<file path="config.mk">
export PLATFORM = sky130hd
export DESIGN_NAME = rrpq_ram
export DESIGN_NICKNAME = d
export VERILOG_FILES = /design/src/rtl/assert_macros.svh /design/src/rtl/rrpq_ram.sv
export SDC_FILE = /design/constraint.sdc
export NUM_CORES = 2
export LEC_CHECK = 0
export ABC_AREA = 1
export BUFFER_PORTS_ARGS = -buffer_cell sky130_fd_sc_hd__buf_2
export CELL_PAD_IN_SITES_DETAIL_PLACEMENT = 0
export CELL_PAD_IN_SITES_GLOBAL_PLACEMENT = 1
export CORE_MARGIN = 8
export CORE_UTILIZATION = 35
export DETAILED_ROUTE_END_ITERATION = 10
export PLACE_DENSITY_LB_ADDON = 0.1
export SETUP_SLACK_MARGIN = 0.1
export SLEW_MARGIN = 30
export SYNTH_ARGS = -nofsm -noshare
export SYNTH_HDL_FRONTEND = slang
export SYNTH_SLANG_ARGS = --single-unit
</file>
<file path="constraint.sdc">
create_clock -name aclk -period 3.3 [get_ports aclk]
set_input_delay 0.495 -clock aclk [delete_from_list [all_inputs] [get_ports aclk]]
set_output_delay 0.495 -clock aclk [all_outputs]
set_load 0.02 [all_outputs]
</file>
<file path="src/rtl/assert_macros.svh">
// Assertion macros of the RTL of the radio receive packet queue.
// No dependencies; included by the files that carry assertions.
`ifndef ASSERT_MACROS_SVH
`define ASSERT_MACROS_SVH

// Same-cycle implication.
`define RRPQ_ASSERT_SAME(lbl, clk, rst_n, ante, cons) \
    lbl: assert property (@(posedge clk) disable iff (!rst_n) (ante) |-> (cons)) \
        else $error("%m: check failed");

// Next-cycle implication.
`define RRPQ_ASSERT_NEXT(lbl, clk, rst_n, ante, cons) \
    lbl: assert property (@(posedge clk) disable iff (!rst_n) (ante) |=> (cons)) \
        else $error("%m: check failed");

`endif

</file>
<file path="src/rtl/rrpq_ram.sv">
// Simple dual-port synchronous RAM, one write and one registered read port.
// No dependencies.
`timescale 1ns / 1ps

module rrpq_ram #(
    parameter int DEPTH = 256,
    parameter int WIDTH = 8,
    localparam int AW = $clog2(DEPTH)
) (
    input  logic             aclk,
    input  logic             we,
    input  logic [AW-1:0]    waddr,
    input  logic [WIDTH-1:0] wdata,
    input  logic [AW-1:0]    raddr,
    output logic [WIDTH-1:0] rdata
);

    logic [WIDTH-1:0] mem [DEPTH];

    always_ff @(posedge aclk) begin
        if (we) begin
            mem[waddr] <= wdata;
        end
    end

    always_ff @(posedge aclk) begin
        rdata <= mem[raddr];
    end

endmodule

</file>
Word level (Yosys, flattened, before mapping)

Memory sizes are Yosys's and may differ from the RTL's. A register that Yosys moved wholly into a read port is not among the register bits.
Index checks and enable logic that the tools add are counted.

Bits in registers: 0
Bits in writable memories: 2,048
Bits of input ports: 26
Output and inout port bits: 8
Logic and storage cells: 3
Memories: 1

Memories:

| memory | depth | bits a word | rd ports | clocked after memory_dff | write ports | line           | RTL |
|---|---|---|---|---|---|---|---|
| mem    | 256   | 8           | 1        | 1                        | 1           | rrpq_ram.sv:18 | `logic [WIDTH-1:0] mem [DEPTH];` |

Mux-type cells: 2

Operator list:

| operator          | count |
|---|---|
| two-way mux 1 bit | 2 |

Depth between registers and ports, before layout

Depth in word-level cells: 2
Depth in mapped cells: 15
Depth with buffers taken out: 11

Worst setup path after synthesis

OpenSTA, ideal clock, no wires.

Path kind: input port to flip-flop
From: in we
To: mem mem[162][0], enable pin
Library setup time: 0.370 ns
Arrival time: 1.616 ns
Data required time: 2.930 ns
Setup slack: 1.314 ns
Stages on the path: 4
Path buffers: 2
Cells stage by stage: clkbuf_1 > nand3_1 > clkbuf_1 > nor2_1

Word-level cells in the longest chain between the ends: 2

RTL lines:

| item                                    | line           | RTL |
|---|---|---|
| start, declared                         | rrpq_ram.sv:11 | `input logic we,` |
| two-way mux 1 bit                       | rrpq_ram.sv:21 | `if (we) begin` |
| two-way mux 1 bit (implied by the code) | rrpq_ram.sv:22 | `mem[waddr] <= wdata;` |
| end, declared                           | rrpq_ram.sv:18 |  |

No other way between the ends.

==> flow_summary_export.csv <==
group,metric,value,unit
synthesis,synth_top_area_frac,0.737,
clock_network,clkTransAtPathRegs,0.06,ns
worst_hold_path,whs_path_depth,1,
placement,portBuffers,33,
clock_network,cts-root-buf,"clkbuf_16",
synthesis,synth_cell_types,14,
routing,drt_iter0_drc,5189,
setup_path,end_kind,"flop",
power,ir_drop,0.000472,V
clock_network,postCtsHoldBufs,0,
synthesis,synth-edff-count,2048,
layout,nNetsFinal,7362,
worst_hold_path,hp-start,"wdata[5]",
routing,finalWirelength,278000,um
floorplanning,die-area,254000,um2
floorplanning,die_h,504,um
routing,post-route-drc-count,0,
timing,slew_viol_final,0,
setup_path,worstPathRequired,4.09,ns
setup_path,critPathLaunchType,"input pin",
timing,finClkSkew,0.0335,ns
clock_network,cts-htree-levels,4,
synthesis,yosys-top-cells-area,"edfxtp_1 74%, nand3_1 12%, nand2_1 9.6%",
floorplanning,initial_core_util,0.351,
synthesis,synthArstFlopShare,0,
power,p_per_area,583,nW/um2
clock_network,cts_tree,"yes",
worst_hold_path,hold_class,"in -> reg",
setup_path,rr_worst_depth,10,
layout,area_growth,17.1,%
setup_path,reg2reg_from,"mem[119][1]$_DFFE_PP_",
placement,gp_congestion,0.802,
timing,setup_violations,0,
routing,wl_per_cell,26.0,um
synthesis,synth_area,83400,um2
clock_network,cts_setup_buffers,0,
placement,dp_hpwl,168000,um
setup_path,startpoint,"raddr[0]",
placement,dp_cells,10300,
floorplanning,ios,34,
synthesis,yosysMostFrequentCell,"nand2_1",
clock_network,clock_sinks,2056,
layout,drive_gt1_frac,0.119,
routing,first_pass_iters,6,
routing,via_per_inst,5.16,
timing,period_minus_slack,2.59,ns
power,finalPower,56.9,mW
setup_path,rrSetupSlack,1.07,ns
setup_path,cp.arrival,3.37,ns
setup_path,worstSetupPathType,"in -> reg",
clock_network,cts_made_buffers,225,
synthesis,yosysTopAreaCell,"edfxtp_1",
synthesis,syn_nets,7029,
setup_path,path_max_fanout,52,
synthesis,yosysSeqAreaShare,0.739,
synthesis,yosysWarningCount,0,
floorplanning,die_x,504,um
floorplanning,rows,179,
routing,antenna_left,0,
synthesis,ys_ff_latch,2056,
timing,slew_headroom,0.358,
global_routing,antenna_found_initial,16,
clock_network,post_cts_resized,0,
layout,instances_no_fill,10700,
timing,rsz0062_at_grt,"false",
global_routing,grt_pass1_vias,54000,
clock_network,clkLatencyLatePin,0.87,ns
global_routing,overflow,0,
clock_network,clockBufferDepth,3,
run_status,run_status,"complete, no violations",
global_routing,grt_first_pass_wirelength,398000,um
timing,fmax,386,MHz
synthesis,synth_area_per_cell,11.9,um2
floorplanning,core-area,237000,um2
power,p_leak,34.4,nW
routing,vias,55200,
synthesis,synth_commonest_cells,"2,123 x nand2_1, 2,048 x edfxtp_1, 2,019 x nand3_1, 283 x nor2_1, 268 x buf_2",
synthesis,syn-instance-count,7003,
run,max_cap_violations,0,
timing,hold_violations,0,
synthesis,synth_flop_cell,"edfxtp_1",
timing,finalCritPeriodShare,0.784,
timing,worst_pin_slew,0.963,ns
global_routing,grtUsageTotal,0.211,
global_routing,grt_max_degree,99,
## worst max-delay path: stages
cell	delay [ns]
buf_8	0.17
inv_16	0.31
buf_12	0.27
buf_12	0.29
nand2_1	0.09
nand3_1	0.08
nand3_1	0.10
nand3_1	0.17
nand3_1	0.18
nand3_1	0.35
nand3_1	0.35
nand2_1	0.16
nand2_1	0.07
nand2_1	0.10
## metrics by stage
step	utilization	hold WS [ns]	setup TNS (ns)	setup slack, ns	area (um2)
floorplan	-	0.594	0	1.31	83400
global placement	0.382	0.966	-0.528	-0.188	90700
detailed placement	0.382	0.965	-0.339	-0.127	90700
CTS	0.411	0.0256	0	0.798	97700
global route	0.411	0.0516	0	0.725	97700
finish	0.411	0.0834	0	0.712	97700
## cell families (layout without fill, tap and decap cells)
group / count (synthesis) / after routing / share of synthesized area
AND/OR/NAND/NOR: 4425 / 4425 / 0.229
flip-flops: 2056 / 2056 / 0.739
buffers and inverters: 522 / 1045 / 0.0312
other: 0 / 5 / 0
## state kept, by name, summed over array words and instances, names as in the netlist
register and count:
mem 2048, rdata 8
## metal layers
metal  GRT usage  part of all wire  up-vias
met2       0.334              0.46     1317
met1       0.298              0.45    28000
met3      0.0382             0.056      371
met5           0                 0        -
li1            -                 -    25600
met4      0.0638             0.031        0
## path summary, 6_finish.rpt
kind	to
worst max-delay path	rdata[3]$_DFF_P_
worst min-delay path	mem[209][5]$_DFFE_PP_
worst max register to register	rdata[1]$_DFF_P_
worst min register to register	rdata[1]$_DFF_P_
## power by group
| group | internal (mW) | switching, mW | total [mW] |
|---|---|---|---|
| logic | 1.00 | 2.81 | 3.82 |
| registers | 28.8 | 0.0338 | 28.8 |
| clock network | 13.9 | 10.4 | 24.3 |
## placed cells by master (no fill, tap or decap)
cell and instances:
buf_6 1, clkinv_8 4, clkbuf_1 52, nor2_1 283
inv_16 2, inv_8 2, buf_12 98, dfxtp_1 8
clkbuf_16 229, buf_2 20, clkinvlp_4 3, bufinv_16 16
buf_8 11, inv_6 7, diode_2 5, inv_1 34
edfxtp_1 2048, clkinv_2 29, inv_2 1, buf_4 459
nand2_2 14, nand2_1 2108, nand3_1 2019, clkinv_1 77
nand2_4 1
## final cells by class
class,instances,area [um2]
Inverter,39,183
Tap cell,3167,3960
Fill cell,22600,140000
Timing Repair Buffer,589,5680
Multi-Input combinational cell,4425,19200
Antenna cell,5,12.5
Clock buffer,281,5930
Clock inverter,136,1070
Sequential cell,2056,61700
Note: power is estimated with default switching activity, not from simulation.
