$ cat src/rtl/assert_macros.svh
// Assertion macros of the RTL of the radio receive packet queue.
// No dependencies; included by the files that carry assertions.
`ifndef ASSERT_MACROS_SVH
`define ASSERT_MACROS_SVH

// Same-cycle implication.
`define RRPQ_ASSERT_SAME(lbl, clk, rst_n, ante, cons) \
    lbl: assert property (@(posedge clk) disable iff (!rst_n) (ante) |-> (cons)) \
        else $error("%m: check failed");

// Next-cycle implication.
`define RRPQ_ASSERT_NEXT(lbl, clk, rst_n, ante, cons) \
    lbl: assert property (@(posedge clk) disable iff (!rst_n) (ante) |=> (cons)) \
        else $error("%m: check failed");

`endif

$ cat src/rtl/rrpq_pkg.sv
// Shared types, constants and helpers of the radio receive packet queue.
// No dependencies.
`timescale 1ns / 1ps

package rrpq_pkg;

    localparam int BUF_BYTES_DEF = 2048;
    localparam int PKT_OVERHEAD  = 6;
    localparam int SLOT_DEPTH    = 256;
    localparam int OFF_W         = 9;
    localparam int TDATA_W       = 56;

    localparam logic [7:0] PAYLOAD_LIMIT   = 8'd251;
    localparam logic [7:0] DEF_MAX_PAYLOAD = 8'd32;
    localparam logic [7:0] DEF_QUEUE_SLOTS = 8'd3;

    typedef enum logic [1:0] {
        MODE_START = 2'd0,
        MODE_BYTE  = 2'd1,
        MODE_END   = 2'd2,
        MODE_READ  = 2'd3
    } mode_t;

    typedef enum logic {
        CFG_MAX_PAYLOAD = 1'b0,
        CFG_QUEUE_SLOTS = 1'b1
    } cfg_idx_t;

    typedef struct packed {
        mode_t       mode;
        logic [7:0]  declared_len;
        logic [7:0]  data_byte;
        logic        crc_ok;
        logic [6:0]  rssi_sample;
        logic [31:0] timestamp;
    } rx_item_t;

    typedef struct packed {
        logic              queue_empty;
        logic [7:0]        payload_byte;
        logic [7:0]        packet_len;
        logic signed [7:0] rssi_dbm;
        logic [31:0]       rx_time;
        logic              last_byte;
    } rx_result_t;

    function automatic logic [7:0] clamp_len(input logic [7:0] v, input logic [7:0] lim);
        return (v > lim) ? lim : v;
    endfunction

endpackage

$ cat src/rtl/rrpq_ctrl.sv
// Queue sequencer: receive slot fill, commit copy into the packet store, and
// the multi-read fetch of one result. Uses rrpq_pkg; drives the ports of two rrpq_ram instances.
`timescale 1ns / 1ps

module rrpq_ctrl #(
    parameter int BUF_BYTES = rrpq_pkg::BUF_BYTES_DEF,
    localparam int AW = $clog2(BUF_BYTES),
    localparam int UW = $clog2(BUF_BYTES + 1),
    localparam int SW = UW + 9
) (
    input  logic                 aclk,
    input  logic                 aresetn,
    input  rrpq_pkg::rx_item_t   s_item,
    input  logic                 s_valid,
    output logic                 s_ready,
    input  logic [7:0]           eff_max,
    input  logic [SW-1:0]        capacity,
    output rrpq_pkg::rx_result_t m_result,
    output logic                 m_valid,
    input  logic                 m_ready,
    output logic                 st_we,
    output logic [AW-1:0]        st_waddr,
    output logic [7:0]           st_wdata,
    output logic [AW-1:0]        st_raddr,
    input  logic [7:0]           st_rdata,
    output logic                 sl_we,
    output logic [7:0]           sl_waddr,
    output logic [7:0]           sl_wdata,
    output logic [7:0]           sl_raddr,
    input  logic [7:0]           sl_rdata
);

    import rrpq_pkg::*;

    localparam int SUMW = ((AW > OFF_W) ? AW : OFF_W) + 1;

    typedef enum logic [2:0] {
        S_IDLE, S_CHK, S_COPY, S_TRAIL, S_RLEN, S_RBYTE, S_RTRL, S_PUT
    } state_t;

    function automatic logic [AW-1:0] wrap_add(input logic [AW-1:0] base,
                                               input logic [OFF_W-1:0] off);
        logic [SUMW-1:0] s;
        s = SUMW'(base) + SUMW'(off);
        if (s >= SUMW'(BUF_BYTES)) begin
            s = s - SUMW'(BUF_BYTES);
        end
        return s[AW-1:0];
    endfunction

    function automatic logic [AW-1:0] inc_wrap(input logic [AW-1:0] a);
        return (a == AW'(BUF_BYTES - 1)) ? '0 : a + 1'b1;
    endfunction

    state_t      state_reg;
    logic [AW-1:0] head_reg, tail_reg, waddr_reg;
    logic [UW-1:0] used_reg;
    logic [7:0]  arr_len_reg, arr_cnt_reg, rd_off_reg;
    logic [7:0]  len_reg, cnt_reg, cnt_lim_reg, byte_reg, rssi_reg;
    logic [2:0]  sub_reg;
    logic [31:0] time_reg;
    logic        crc_reg, empty_reg;
    rx_result_t  result_reg;
    logic        out_valid_reg;

    logic          accept;
    logic [SW-1:0] pkt_size;
    logic          fits;
    logic          is_last;
    logic          put_go;

    assign s_ready  = aresetn && (state_reg == S_IDLE);
    assign accept   = s_valid && s_ready;
    assign pkt_size = SW'(PKT_OVERHEAD) + SW'(len_reg);
    assign fits     = crc_reg && ((SW'(used_reg) + pkt_size) <= capacity);
    assign is_last  = (len_reg == 8'd0) || ((9'(rd_off_reg) + 9'd1) >= 9'(len_reg));
    assign put_go   = (state_reg == S_PUT) && (!out_valid_reg || m_ready);

    assign m_result = result_reg;
    assign m_valid  = out_valid_reg;

    assign sl_we    = accept && (s_item.mode == MODE_BYTE) && (arr_cnt_reg < arr_len_reg);
    assign sl_waddr = arr_cnt_reg;
    assign sl_wdata = s_item.data_byte;
    assign sl_raddr = (state_reg == S_COPY) ? cnt_reg + 8'd1 : 8'd0;

    always_comb begin
        st_raddr = head_reg;
        case (state_reg)
            S_RLEN:  st_raddr = wrap_add(head_reg, OFF_W'(rd_off_reg) + OFF_W'(1));
            S_RBYTE: st_raddr = wrap_add(head_reg, OFF_W'(len_reg) + OFF_W'(1));
            S_RTRL:  st_raddr = wrap_add(head_reg,
                                         OFF_W'(len_reg) + OFF_W'(sub_reg) + OFF_W'(2));
            default: st_raddr = head_reg;
        endcase
    end

    always_comb begin
        st_we    = 1'b0;
        st_waddr = waddr_reg;
        st_wdata = time_reg[7:0];
        case (state_reg)
            S_CHK: begin
                st_we    = fits;
                st_waddr = tail_reg;
                st_wdata = len_reg;
            end
            S_COPY: begin
                st_we    = 1'b1;
                st_wdata = (cnt_reg < cnt_lim_reg) ? sl_rdata : 8'd0;
            end
            S_TRAIL: begin
                st_we    = 1'b1;
                st_wdata = (sub_reg == 3'd0) ? rssi_reg : time_reg[7:0];
            end
            default: st_we = 1'b0;
        endcase
    end

    always_ff @(posedge aclk) begin
        if (!aresetn) begin
            state_reg     <= S_IDLE;
            head_reg      <= '0;
            tail_reg      <= '0;
            used_reg      <= '0;
            arr_len_reg   <= '0;
            arr_cnt_reg   <= '0;
            rd_off_reg    <= '0;
            out_valid_reg <= 1'b0;
        end else begin
            if (put_go) begin
                out_valid_reg <= 1'b1;
            end else if (m_ready) begin
                out_valid_reg <= 1'b0;
            end
            unique case (state_reg)
                S_IDLE: begin
                    if (accept) begin
                        unique case (s_item.mode)
                            MODE_START: begin
                                arr_len_reg <= clamp_len(s_item.declared_len, eff_max);
                                arr_cnt_reg <= '0;
                            end
                            MODE_BYTE: begin
                                if (arr_cnt_reg < arr_len_reg) begin
                                    arr_cnt_reg <= arr_cnt_reg + 8'd1;
                                end
                            end
                            MODE_END: begin
                                len_reg     <= clamp_len(arr_len_reg, eff_max);
                                cnt_lim_reg <= arr_cnt_reg;
                                crc_reg     <= s_item.crc_ok;
                                rssi_reg    <= {1'b0, s_item.rssi_sample};
                                time_reg    <= s_item.timestamp;
                                arr_len_reg <= '0;
                                arr_cnt_reg <= '0;
                                state_reg   <= S_CHK;
                            end
                            MODE_READ: begin
                                empty_reg <= (used_reg == '0);
                                state_reg <= S_RLEN;
                            end
                            default: state_reg <= S_IDLE;
                        endcase
                    end
                end
                S_CHK: begin
                    if (fits) begin
                        waddr_reg <= inc_wrap(tail_reg);
                        cnt_reg   <= '0;
                        sub_reg   <= '0;
                        state_reg <= (len_reg == 8'd0) ? S_TRAIL : S_COPY;
                    end else begin
                        state_reg <= S_IDLE;
                    end
                end
                S_COPY: begin
                    waddr_reg <= inc_wrap(waddr_reg);
                    cnt_reg   <= cnt_reg + 8'd1;
                    if (cnt_reg == len_reg - 8'd1) begin
                        state_reg <= S_TRAIL;
                    end
                end
                S_TRAIL: begin
                    waddr_reg <= inc_wrap(waddr_reg);
                    sub_reg   <= sub_reg + 3'd1;
                    if (sub_reg != 3'd0) begin
                        time_reg <= time_reg >> 8;
                    end
                    if (sub_reg == 3'd4) begin
                        tail_reg  <= inc_wrap(waddr_reg);
                        used_reg  <= UW'(SW'(used_reg) + pkt_size);
                        state_reg <= S_IDLE;
                    end
                end
                S_RLEN: begin
                    len_reg   <= st_rdata;
                    state_reg <= empty_reg ? S_PUT : S_RBYTE;
                end
                S_RBYTE: begin
                    byte_reg  <= ((len_reg != 8'd0) && (rd_off_reg < len_reg)) ? st_rdata
                                                                                 : 8'd0;
                    sub_reg   <= '0;
                    state_reg <= S_RTRL;
                end
                S_RTRL: begin
                    sub_reg <= sub_reg + 3'd1;
                    if (sub_reg == 3'd0) begin
                        rssi_reg <= st_rdata;
                    end else begin
                        time_reg <= {st_rdata, time_reg[31:8]};
                    end
                    if (sub_reg == 3'd4) begin
                        state_reg <= S_PUT;
                    end
                end
                S_PUT: begin
                    if (put_go) begin
                        state_reg <= S_IDLE;
                        if (empty_reg) begin
                            result_reg <= '{1'b1, 8'd0, 8'd0, 8'sd0, 32'd0, 1'b0};
                        end else begin
                            result_reg <= '{1'b0, byte_reg, len_reg, 8'd0 - rssi_reg,
                                            time_reg, is_last};
                            if (is_last) begin
                                head_reg   <= wrap_add(head_reg,
                                                       OFF_W'(len_reg) + OFF_W'(PKT_OVERHEAD));
                                used_reg   <= (SW'(used_reg) >= pkt_size)
                                              ? UW'(SW'(used_reg) - pkt_size) : '0;
                                rd_off_reg <= '0;
                            end else begin
                                rd_off_reg <= rd_off_reg + 8'd1;
                            end
                        end
                    end
                end
                default: state_reg <= S_IDLE;
            endcase
        end
    end

endmodule

$ cat config.mk
export PLATFORM = sky130hd
export DESIGN_NAME = rrpq_ctrl
export DESIGN_NICKNAME = d
export VERILOG_FILES = /design/src/rtl/assert_macros.svh /design/src/rtl/rrpq_pkg.sv /design/src/rtl/rrpq_ctrl.sv
export SDC_FILE = /design/constraint.sdc
export NUM_CORES = 1
export LEC_CHECK = 0
export BUFFER_PORTS_ARGS = -buffer_cell sky130_fd_sc_hd__buf_2
export CAP_MARGIN = 20
export CORE_MARGIN = 1
export CORE_UTILIZATION = 29
export DETAILED_ROUTE_END_ITERATION = 10
export SYNTH_ARGS = -nofsm -noshare
export SYNTH_HDL_FRONTEND = slang
export SYNTH_SLANG_ARGS = --single-unit
$ cat constraint.sdc
create_clock -name aclk -period 12.1 [get_ports aclk]
set_input_delay 1.815 -clock aclk [delete_from_list [all_inputs] [get_ports aclk]]
set_output_delay 1.815 -clock aclk [all_outputs]
set_load 0.02 [all_outputs]
# --- After elaboration in Yosys (flattened, before gate mapping) ---
# Index checks and enable logic that the tools add are counted.
op_classes:
  eq_ne: 28
  shifts: 0
  mul: 0
  magnitude_cmp: 12
  reduce_logical: 47
  bitwise_logic: 1
  muxes: 56
  div_mod_pow: 0
  add_sub_neg: 24
ops:
  columns: ["operator", "n"]
  rows:
  - ["$mux 32", 4]
  - ["$mux 8", 13]
  - ["$pmux 32 s3", 1]
  - ["$mux 11", 8]
  - ["$pmux 8 s2", 5]
  - ["$mux 12", 5]
  - ["$mux 58", 1]
  - ["$add 11x9->12", 4]
  - ["$ge 12x12->1 const B", 4]
  - ["$sub 11x1->11 const B", 4]
  - ["$pmux 11 s3", 1]
  - ["$add 8x1->8 const B", 3]
  - ["$lt 8x8->1", 3]
  - ["$pmux 12 s2", 1]
  - ["$pmux 3 s8", 1]
  - ["$pmux 8 s3", 1]
  - ["$add 11x1->11 const B", 2]
  - ["$eq 11x11->1 const B", 2]
  - ["$pmux 11 s2", 1]
  - ["$le 21x21->1", 1]
  - ["$ne 2x2->1 const B", 10]
  - ["$reduce_and 4->1", 5]
  - ["$add 8x1->9 const B", 2]
  - ["$mux 3", 6]
  - ["other kinds (41)", 80]
totals:
  mem_bits_ro: 0
  memories: 0
  latch_bits: 0
  mem_bits_rw: 0
  regBits: 208
  inputBits: 107

# --- Longest topological paths before layout ---
# Gate-level depths: netlist of the first run.
logic_depth:
  word_depth: 7
  mapped_depth: 20
  mapped_depth_nobuf: 19

# --- Worst setup path before layout of the first run ---
# No wires, ideal clock.
synth_path:
  kind: "reg-to-output"
  startpoint: "register len_reg[1]"
  endpoint: "output st_we"
  arrival_time_ns: 4.349
  stages_incl_launch_ff: 18
  setup_slack_ns: 5.936
  path_cell_list: "edfxtp_1 > inv_1 > ha_1 > inv_1 > ha_1 > buf_2 > o21a_1 > a2111oi_0 > o21ai_0 > nand2_1 > nor2_1 > xor2_1 > ha_1 > nand4_1 > a21oi_1 > o41ai_1 > nand2_1 > o31ai_1"
synth_via:
  elab_chain_cells: 5
synth_lines:
  columns: ["element", "line", "rtl"]
  rows:
  - ["start: declaration", "rrpq_ctrl.sv:59", "logic [7:0] len_reg, cnt_reg, cnt_lim_reg, byte_reg, rssi_reg;"]
  - ["start signal: assignment", "rrpq_ctrl.sv:150", "len_reg <= clamp_len(arr_len_reg, eff_max);"]
  - ["start signal: assignment", "rrpq_ctrl.sv:197", "len_reg <= st_rdata;"]
  - ["$add 3x8->9", "rrpq_ctrl.sv:74", "assign pkt_size = SW'(PKT_OVERHEAD) + SW'(len_reg);"]
  - ["$add 12x9->13", null, null]
  - ["$le 21x21->1", "rrpq_ctrl.sv:75", "assign fits = crc_reg && ((SW'(used_reg) + pkt_size) <= capacity);"]
  - ["$logic_and 1x1->1", "rrpq_ctrl.sv:75", null]
  - ["$pmux 1 s2", "rrpq_ctrl.sv:102", "case (state_reg)"]
  - ["end: declaration", "rrpq_ctrl.sv:21", "output logic st_we,"]
# Every way passes these cells.

# --- Worst setup path in the final report of the first run ---
# Ends and elaborated chain as after synthesis.

==> summary.txt, run 1 <==
Status
  • Outcome: finished, final reports clean

Layout
  • Finished Cell Area: approximately 0.017 mm^2
  • Fill count: between 4000 and 5000
  • Non-filler cells, final: ~2300
  • Number of flip-flops in the largest register: between 50 and 60
  • P&R area growth vs syn: 18.18%
  • Diode count: 0
  • Layout cells sized above 1: around a fifth
  • Utilization after layout: between 30% and 40%
  • Total Nets Final: roughly 1900

Floorplanning
  • Die ar.: around 0.050 mm^2
  • Die Wd: approximately 220 um
  • Cell Rows: 80
  • Starting Density: ~30%
  • I/O pin count: 223
  • CORE AREA: roughly 0.048 mm^2
  • Chip Height: 223.7 um

Drt
  • Via density per instance: approximately 5.1
  • DRT iter0 DRCs: approximately 880
  • Drt drc: 0
  • Vias post-DR: between 10000 and 15000
  • Final WL: 43910 um
  • Drt first pass iters: 5
  • Antenna-violating nets left: 0
  • Routed wire length per instance: around 19 um

Critical path
  • Startpoint types: register
  • Kind of critical path: register to output pin
  • R2R Setup Slk: ~6600 ps
  • Reg2reg start: len_reg[1]$_DFFE_PP_
  • Crit. End Element: output pin
  • Critical Path AT: 5740 ps
  • FF-to-FF path depth: 17
  • Crit path required time: approximately 10000 ps
  • Worst R2R End: cnt_reg[4]$_DFFE_PP_
  • Worst-path maximum fanout: 11

Power
  • Final Total Pwr: about 0.0019 W
  • Worst IR drop on VDD: slightly below 90 uV
  • Power Density: about 110 mW/mm^2
  • Leak: ~7 nW

Hold path
  • HP Start: rd_off_reg[1]$_SDFFE_PN0P_
  • Hold EP: rd_off_reg[1]$_SDFFE_PN0P_
  • Worst min path class: register to register
  • Cells on Worst Hold Path: 2

STA
  • RSZ-0062 raised after global routing: false
  • Setup_tns: 0 ps
  • Final Max Slew Viols: 0
  • Max Fclk: between 0.1 and 0.15 GHz
  • Final Hold Fails: 0
  • Worst slew margin: 27.07%
  • Worst Tran Pin Value: between 1000 and 1500 ps
  • Setup Skew: approximately 15 ps
  • Final period util: between 60 and 70%
  • Post-route minimum period: around 7600 ps
  • Endpoints failing setup: 0

Logic synthesis
  • Most instantiated library cell after synthesis: edfxtp_1
  • Multiplexer area fraction after synthesis: approximately 4.8%
  • Syn Std Cell Area: about 0.014 mm^2
  • Post-synthesis instance total: around 1500
  • Top cell type's share of synthesized area: between 30% and 40%
  • Largest family of logic cells by synthesized area: simple AND/OR/NAND/NOR gates
  • Synth area leader: edfxtp_1
  • Syn_area_per_cell: approximately 9.6 um^2
  • Asr flop ratio synth: 0%
  • Yosys Warn Count: 0
  • Synth Area in Adders: approximately 12%
  • Sequential-to-total area share from yosys stat: around two fifths
  • EDFF count, synth: roughly 150
  • Synth Register Bits: around 210
  • Post-synth top cells: 146 x edfxtp_1, 120 x ha_1, 119 x nand2_1, 111 x nor2_1, 100 x inv_1
  • Primary FF master, synth: edfxtp_1
  • Post-Synth XOR/XNOR Area: about 5.8%
  • Ranking of synthesized cells by area: edfxtp_1 31%, ha_1 11%, dfxtp_1 8.7%, xnor2_1 3.3%, nand2_1 3.1%
  • Simple-gate share of the synthesized area: 17.62%
  • Cell variety after synth: 84
  • Complex-gate fraction of the synthesized area: between 15 and 20%
  • Syn nets: 1721

CTS
  • Root Driver: clkbuf_16
  • CTS H-Tree Depth: 1
  • Clk_lat worst skew: 550 ps
  • Clock sinks: ~210
  • Reg clk slew, reported paths: 60 ps
  • Post-CTS Setup Bufs: 0
  • CTS tree: done
  • CTS Hold Bufs: 0
  • Max Root-Sink Buffers: 3
  • Post-cts gate resize count: 0
  • Num CTS Buffers: 26

Placed design
  • Placed cells: around 2300
  • IO Port Bufs: between 200 and 250
  • GPL Wtd Cong: 0.9170
  • Placed wire-length estimate: between 30000 and 40000 um
  • Cell area after placement: 0.01596 mm^2

Global routing
  • Vias in the first global route: approximately 12000
  • Antenna violations before repair: 0
  • First-pass GRT wire length: 66700 um
  • Gr usage total: about 17%
  • Pin count of the biggest net entering global routing: 63
  • Total gr overflow: 0

Flow run
  • Max Cap Viol: 0
-- cell type report --
type / count / area, um^2 / area share, %
Clock inverter: 15 / 151.4 / 0.8987
Sequential cell: 208 / 5625 / 33.39
Clock buffer: 33 / 739.5 / 4.389
Multi-Input combinational cell: 1111 / 7974 / 47.33
Inverter: 101 / 379.1 / 2.250
Tap cell: 656 / 820.8 / 4.872
Timing Repair Buffer: 223 / 1156 / 6.863
-- report_power, final --
| part | switching, W | leakage [nW] | internal (W) |
|---|---|---|---|
| clock network | 0.000320 | 0.429 | 0.000494 |
| logic | 0.000158 | 4.74 | 0.0000920 |
| registers | 0.0000137 | 1.84 | 0.000772 |
-- cell usage in the layout (no fill, tap or decap), types with 16 or more instances in the layout --
cell type and instances:
nand2_1 119, xor2_1 41, dfxtp_1 62, xnor2_1 54, o21ai_0 61, buf_4 16
ha_1 120, buf_2 207, nor3_1 28, edfxtp_1 146, nor2_1 111, nand3_1 48
nor2b_1 66, a21o_1 24, mux2i_1 29, o22ai_1 22, o21a_1 21, and3_1 22
inv_1 100, a21oi_1 65, mux2_2 35, nand2b_1 16, clkbuf_16 28, and2_1 23
-- cell families (layout without fill, tap and decap cells) --
group,Yosys count,count (layout)
and+or+nand+nor,498,498
AOI/OAI and AO/OA,322,322
DFF,208,208
buffers and inverters,163,372
adders and majority gates,132,132
xor gates and xnor gates,95,95
muxes,64,64
-- metrics by stage --
step | setup WS [ps] | hold slack (ps)
3_3_place_gp | 4672 | 501.0
5_1_grt | 4113 | 551.3
2_1_floorplan | 5936 | 466.8
4_1_cts | 4501 | 520.1
3_5_place_dp | 5131 | 511.3
6_report | 4540 | 513.5
-- worst max path at each step --
stage                                     from    end  slack [ps]  cells after the start
after floorplan           len_reg[1]$_DFFE_PP_  st_we        5940                     17
after global placement    len_reg[1]$_DFFE_PP_  st_we        4670                     17
after detailed placement  len_reg[1]$_DFFE_PP_  st_we        5130                     18
after CTS                 len_reg[1]$_DFFE_PP_  st_we        4500                     18
after global routing      len_reg[1]$_DFFE_PP_  st_we        4110                     19
final                     len_reg[1]$_DFFE_PP_  st_we        4540                     18
-- worst max-delay path, cell delays in order, from the launching register on --
cell and delay, ps:
edfxtp_1 490, inv_1 400, ha_1 310, xnor2_1 200, ha_1 360, o21a_1 170
a2111oi_0 650, o21ai_0 270, nand2_1 200, nor2_1 100, xor2_1 150, ha_1 320
nand4_1 150, a21oi_1 60, o41ai_1 330, buf_2 230, nand2_1 110, o31ai_1 440
buf_2 260
-- metal layers --
metal | share of wire, % | GRT usage, %
met2 | 46 | 28.20
met1 | 45 | 22.59
met3 | 6.5 | 3.332
met4 | 2.5 | 4.839
met5 | 0 | 0
No activity file was read; power rests on OpenSTA's default activity.
==> run 2, diff against run 1 <==
==> constraint.sdc (replaced) <==
create_clock -name aclk -period 7.4 [get_ports aclk]
set_input_delay 1.11 -clock aclk [delete_from_list [all_inputs] [get_ports aclk]]
set_output_delay 1.11 -clock aclk [all_outputs]
set_load 0.02 [all_outputs]
==> run 2 against run 1 <==
  * Global-route usage grew 0.34 points
  * Cell area shrank 0.49%
  * Clock power grew 47%
  * Critical endpoint unchanged
==> summary.txt, run 2 (synthesized netlist as in run 1, its figures left out) <==
Floorplanning
  • I/O pin count: approximately 220
  • Chip Height: 223.7 um
  • CORE AREA: approximately 0.048 mm^2
  • Starting Density: just under 30%
  • Die Wd: between 200 and 250 um
  • Die ar.: roughly 0.05 mm^2
  • Cell Rows: 80

Global routing
  • Pin count of the biggest net entering global routing: 61
  • Antenna violations before repair: 1
  • Met3 global-route usage: 3.358%
  • Met1 usage: a little under a quarter
  • Gr usage total: 17.42%
  • Met2 Resource Use GR: 27.56%
  • Vias in the first global route: between 10000 and 15000
  • Total gr overflow: 0
  • First-pass GRT wire length: 67720 um
  • Top Usage Layer GRT: met2

STA
  • Final Max Slew Viols: 0
  • Worst Tran Pin Value: approximately 1100 ps
  • Setup_tns: 0 ps
  • RSZ-0062 raised after global routing: false
  • Worst slew margin: between 20% and 30%
  • Setup Skew: 20.47 ps
  • Post-route minimum period: 6736 ps
  • Final Hold Fails: 0
  • Final WS setup: between 600 and 700 ps
  • Endpoints failing setup: 0
  • Max Fclk: approximately 0.15 GHz
  • Final period util: 91.02%

CTS
  • Max Root-Sink Buffers: 3
  • Clk_lat worst skew: 550 ps
  • CTS tree: done
  • Reg clk slew, reported paths: 70 ps
  • CTS Hold Bufs: 0
  • Clock sinks: between 200 and 250
  • Root Driver: clkbuf_16
  • Num CTS Buffers: 25
  • Post-cts gate resize count: 0
  • Post-CTS Setup Bufs: 0
  • CTS H-Tree Depth: 1

Critical path
  • Top delay family on crit path: compound AO/OA/AOI/OAI gates
  • CP Buf/Inv Count: 3
  • R2R Setup Slk: roughly 1900 ps
  • Critical Path AT: roughly 5600 ps
  • Reg2reg start: len_reg[2]$_DFFE_PP_
  • Cell Chain, Critical Path: inv_1, ha_1, xnor2_1, ha_1, o21a_1, a2111oi_0, o21ai_0, nand2_1, nor2_1, xor2_1, ha_1, nand4_1, a311oi_1, o41ai_1, buf_4, nand2_1, o31ai_1, buf_2
  • Worst R2R End: cnt_reg[0]$_DFFE_PP_
  • Worst-path maximum fanout: 7
  • Critical-path top delay cell: a2111oi_0
  • Crit. End Element: output pin
  • Max incr delay on CP: between 600 and 700 ps
  • Kind of critical path: register to output pin
  • CP dominant cell by count: ha_1
  • FF-to-FF path depth: 17
  • Crit path required time: about 6300 ps
  • Startpoint types: register

Placed design
  • GPL Wtd Cong: about 0.90
  • Cell area after placement: ~0.016 mm^2
  • Worst slack at placement: about 1300 ps
  • IO Port Bufs: approximately 210
  • Placed wire-length estimate: approximately 34000 um

Layout
  • Total Nets Final: 1910
  • Fill count: 4874
  • Most frequent cells in the layout: 206 x buf_2, 146 x edfxtp_1, 120 x ha_1, 119 x nand2_1, 111 x nor2_1
  • Number of flip-flops in the largest register: 58
  • Finished Cell Area: between 0.015 and 0.02 mm^2
  • Layout cells sized above 1: 18.88%
  • P&R area growth vs syn: 17.60%
  • Commonest non-fill, non-tap cell in the layout: buf_2

Drt
  • Routed wire length per instance: between 15 and 20 um
  • Vias post-DR: 12060
  • Via density per instance: between 5 and 6
  • Drt drc: 0
  • DRT iter0 DRCs: between 900 and 1000
  • Final WL: ~45000 um
  • Drt first pass iters: 6
  • Antenna-violating nets left: 0

Hold path
  • Hold EP: rd_off_reg[1]$_SDFFE_PN0P_
  • HP Start: rd_off_reg[1]$_SDFFE_PN0P_
  • Worst min path class: register to register
  • Cells on Worst Hold Path: 2

Flow run
  • Max Cap Viol: 0

Power
  • Internal cell power: roughly 0.0021 W
  • Combinational share of power: 14.0%
  • Net Sw Frac: roughly 27%
  • Worst IR drop on VDD: around 130 uV
  • Sequential power share: between 40% and 50%
  • Psw: 0.0007927 W
  • Leak: roughly 7 nW
  • Share of power burned in the clock network: a little over 40%
  • Power Density: between 150 and 200 mW/mm^2

Status
  • Outcome: finished, final reports clean
-- run 2: changes by cell type in the layout (fill, tap and decap cells not counted), sizes merged --
| cell | change |
|---|---|
| diode | +2 |
| buf | +1 |
| clkinv | -3 |
| inv | +2 |
| clkinvlp | +1 |
| bufinv | -2 |
-- run 2: worst max path at each step --
| stage | end | from | slack (ps) | depth (start not counted) |
|---|---|---|---|---|
| global placement | st_we | len_reg[2]$_DFFE_PP_ | 1330 | 18 |
| floorplan | st_we | len_reg[1]$_DFFE_PP_ | 1940 | 17 |
| finish | st_we | len_reg[2]$_DFFE_PP_ | 660 | 18 |
| detailed placement | st_we | len_reg[2]$_DFFE_PP_ | 1260 | 18 |
| CTS | st_we | len_reg[2]$_DFFE_PP_ | 610 | 18 |
| global route | st_we | len_reg[2]$_DFFE_PP_ | 220 | 18 |
-- run 2: per-stage QoR --
step,std cells,util (%),hold slack [ps],power [W]
after global placement,2299,33.14,489.5,0.001707
after floorplan,1482,-,466.8,0.001563
after global routing,2346,34.81,544.1,0.003003
after CTS,2346,34.81,515.4,0.002928
final,2348,34.82,522.7,0.002893
after detailed placement,2300,33.17,509.4,0.001714
-- run 2: worst register-to-register path, cell delays in order, from the launching register on --
cell,delay [ps]
edfxtp_1,470
inv_1,310
ha_1,310
xnor2_1,200
ha_1,370
o21a_1,160
a2111oi_0,650
o21ai_0,240
nand2_1,200
nor2_1,90
xor2_1,150
ha_1,320
nand4_1,170
a311oi_1,80
o41ai_1,440
buf_4,220
nand3_1,80
a21oi_1,680
-- run 2: power groups by stage --
stage          Sequential (W)  Clock [W]  Combinational [W]
6_report              0.00129    0.00120           0.000406
4_1_cts               0.00129    0.00124           0.000406
5_1_grt               0.00129    0.00127           0.000442
3_5_place_dp          0.00131          0           0.000404
2_1_floorplan         0.00130          0           0.000261
3_3_place_gp          0.00131          0           0.000398
-- run 2: area by class of cell --
class / count / area (um^2) / area share, %
timing repair buffer: 224 / 1170 / 6.979
clock buffer: 33 / 685.7 / 4.090
antenna: 2 / 5.005 / 0.02986
clock inverter: 13 / 103.9 / 0.6195
sequential: 208 / 5625 / 33.56
tap: 656 / 820.8 / 4.896
multi-input combinational: 1111 / 7974 / 47.57
inverter: 101 / 379.1 / 2.262
-- run 2: per-layer routing --
metal	vias up	share of wire, %
met5	-	0
met3	82	7.0
met1	5786	45
met4	0	3.1
met2	470	45
li1	5724	-
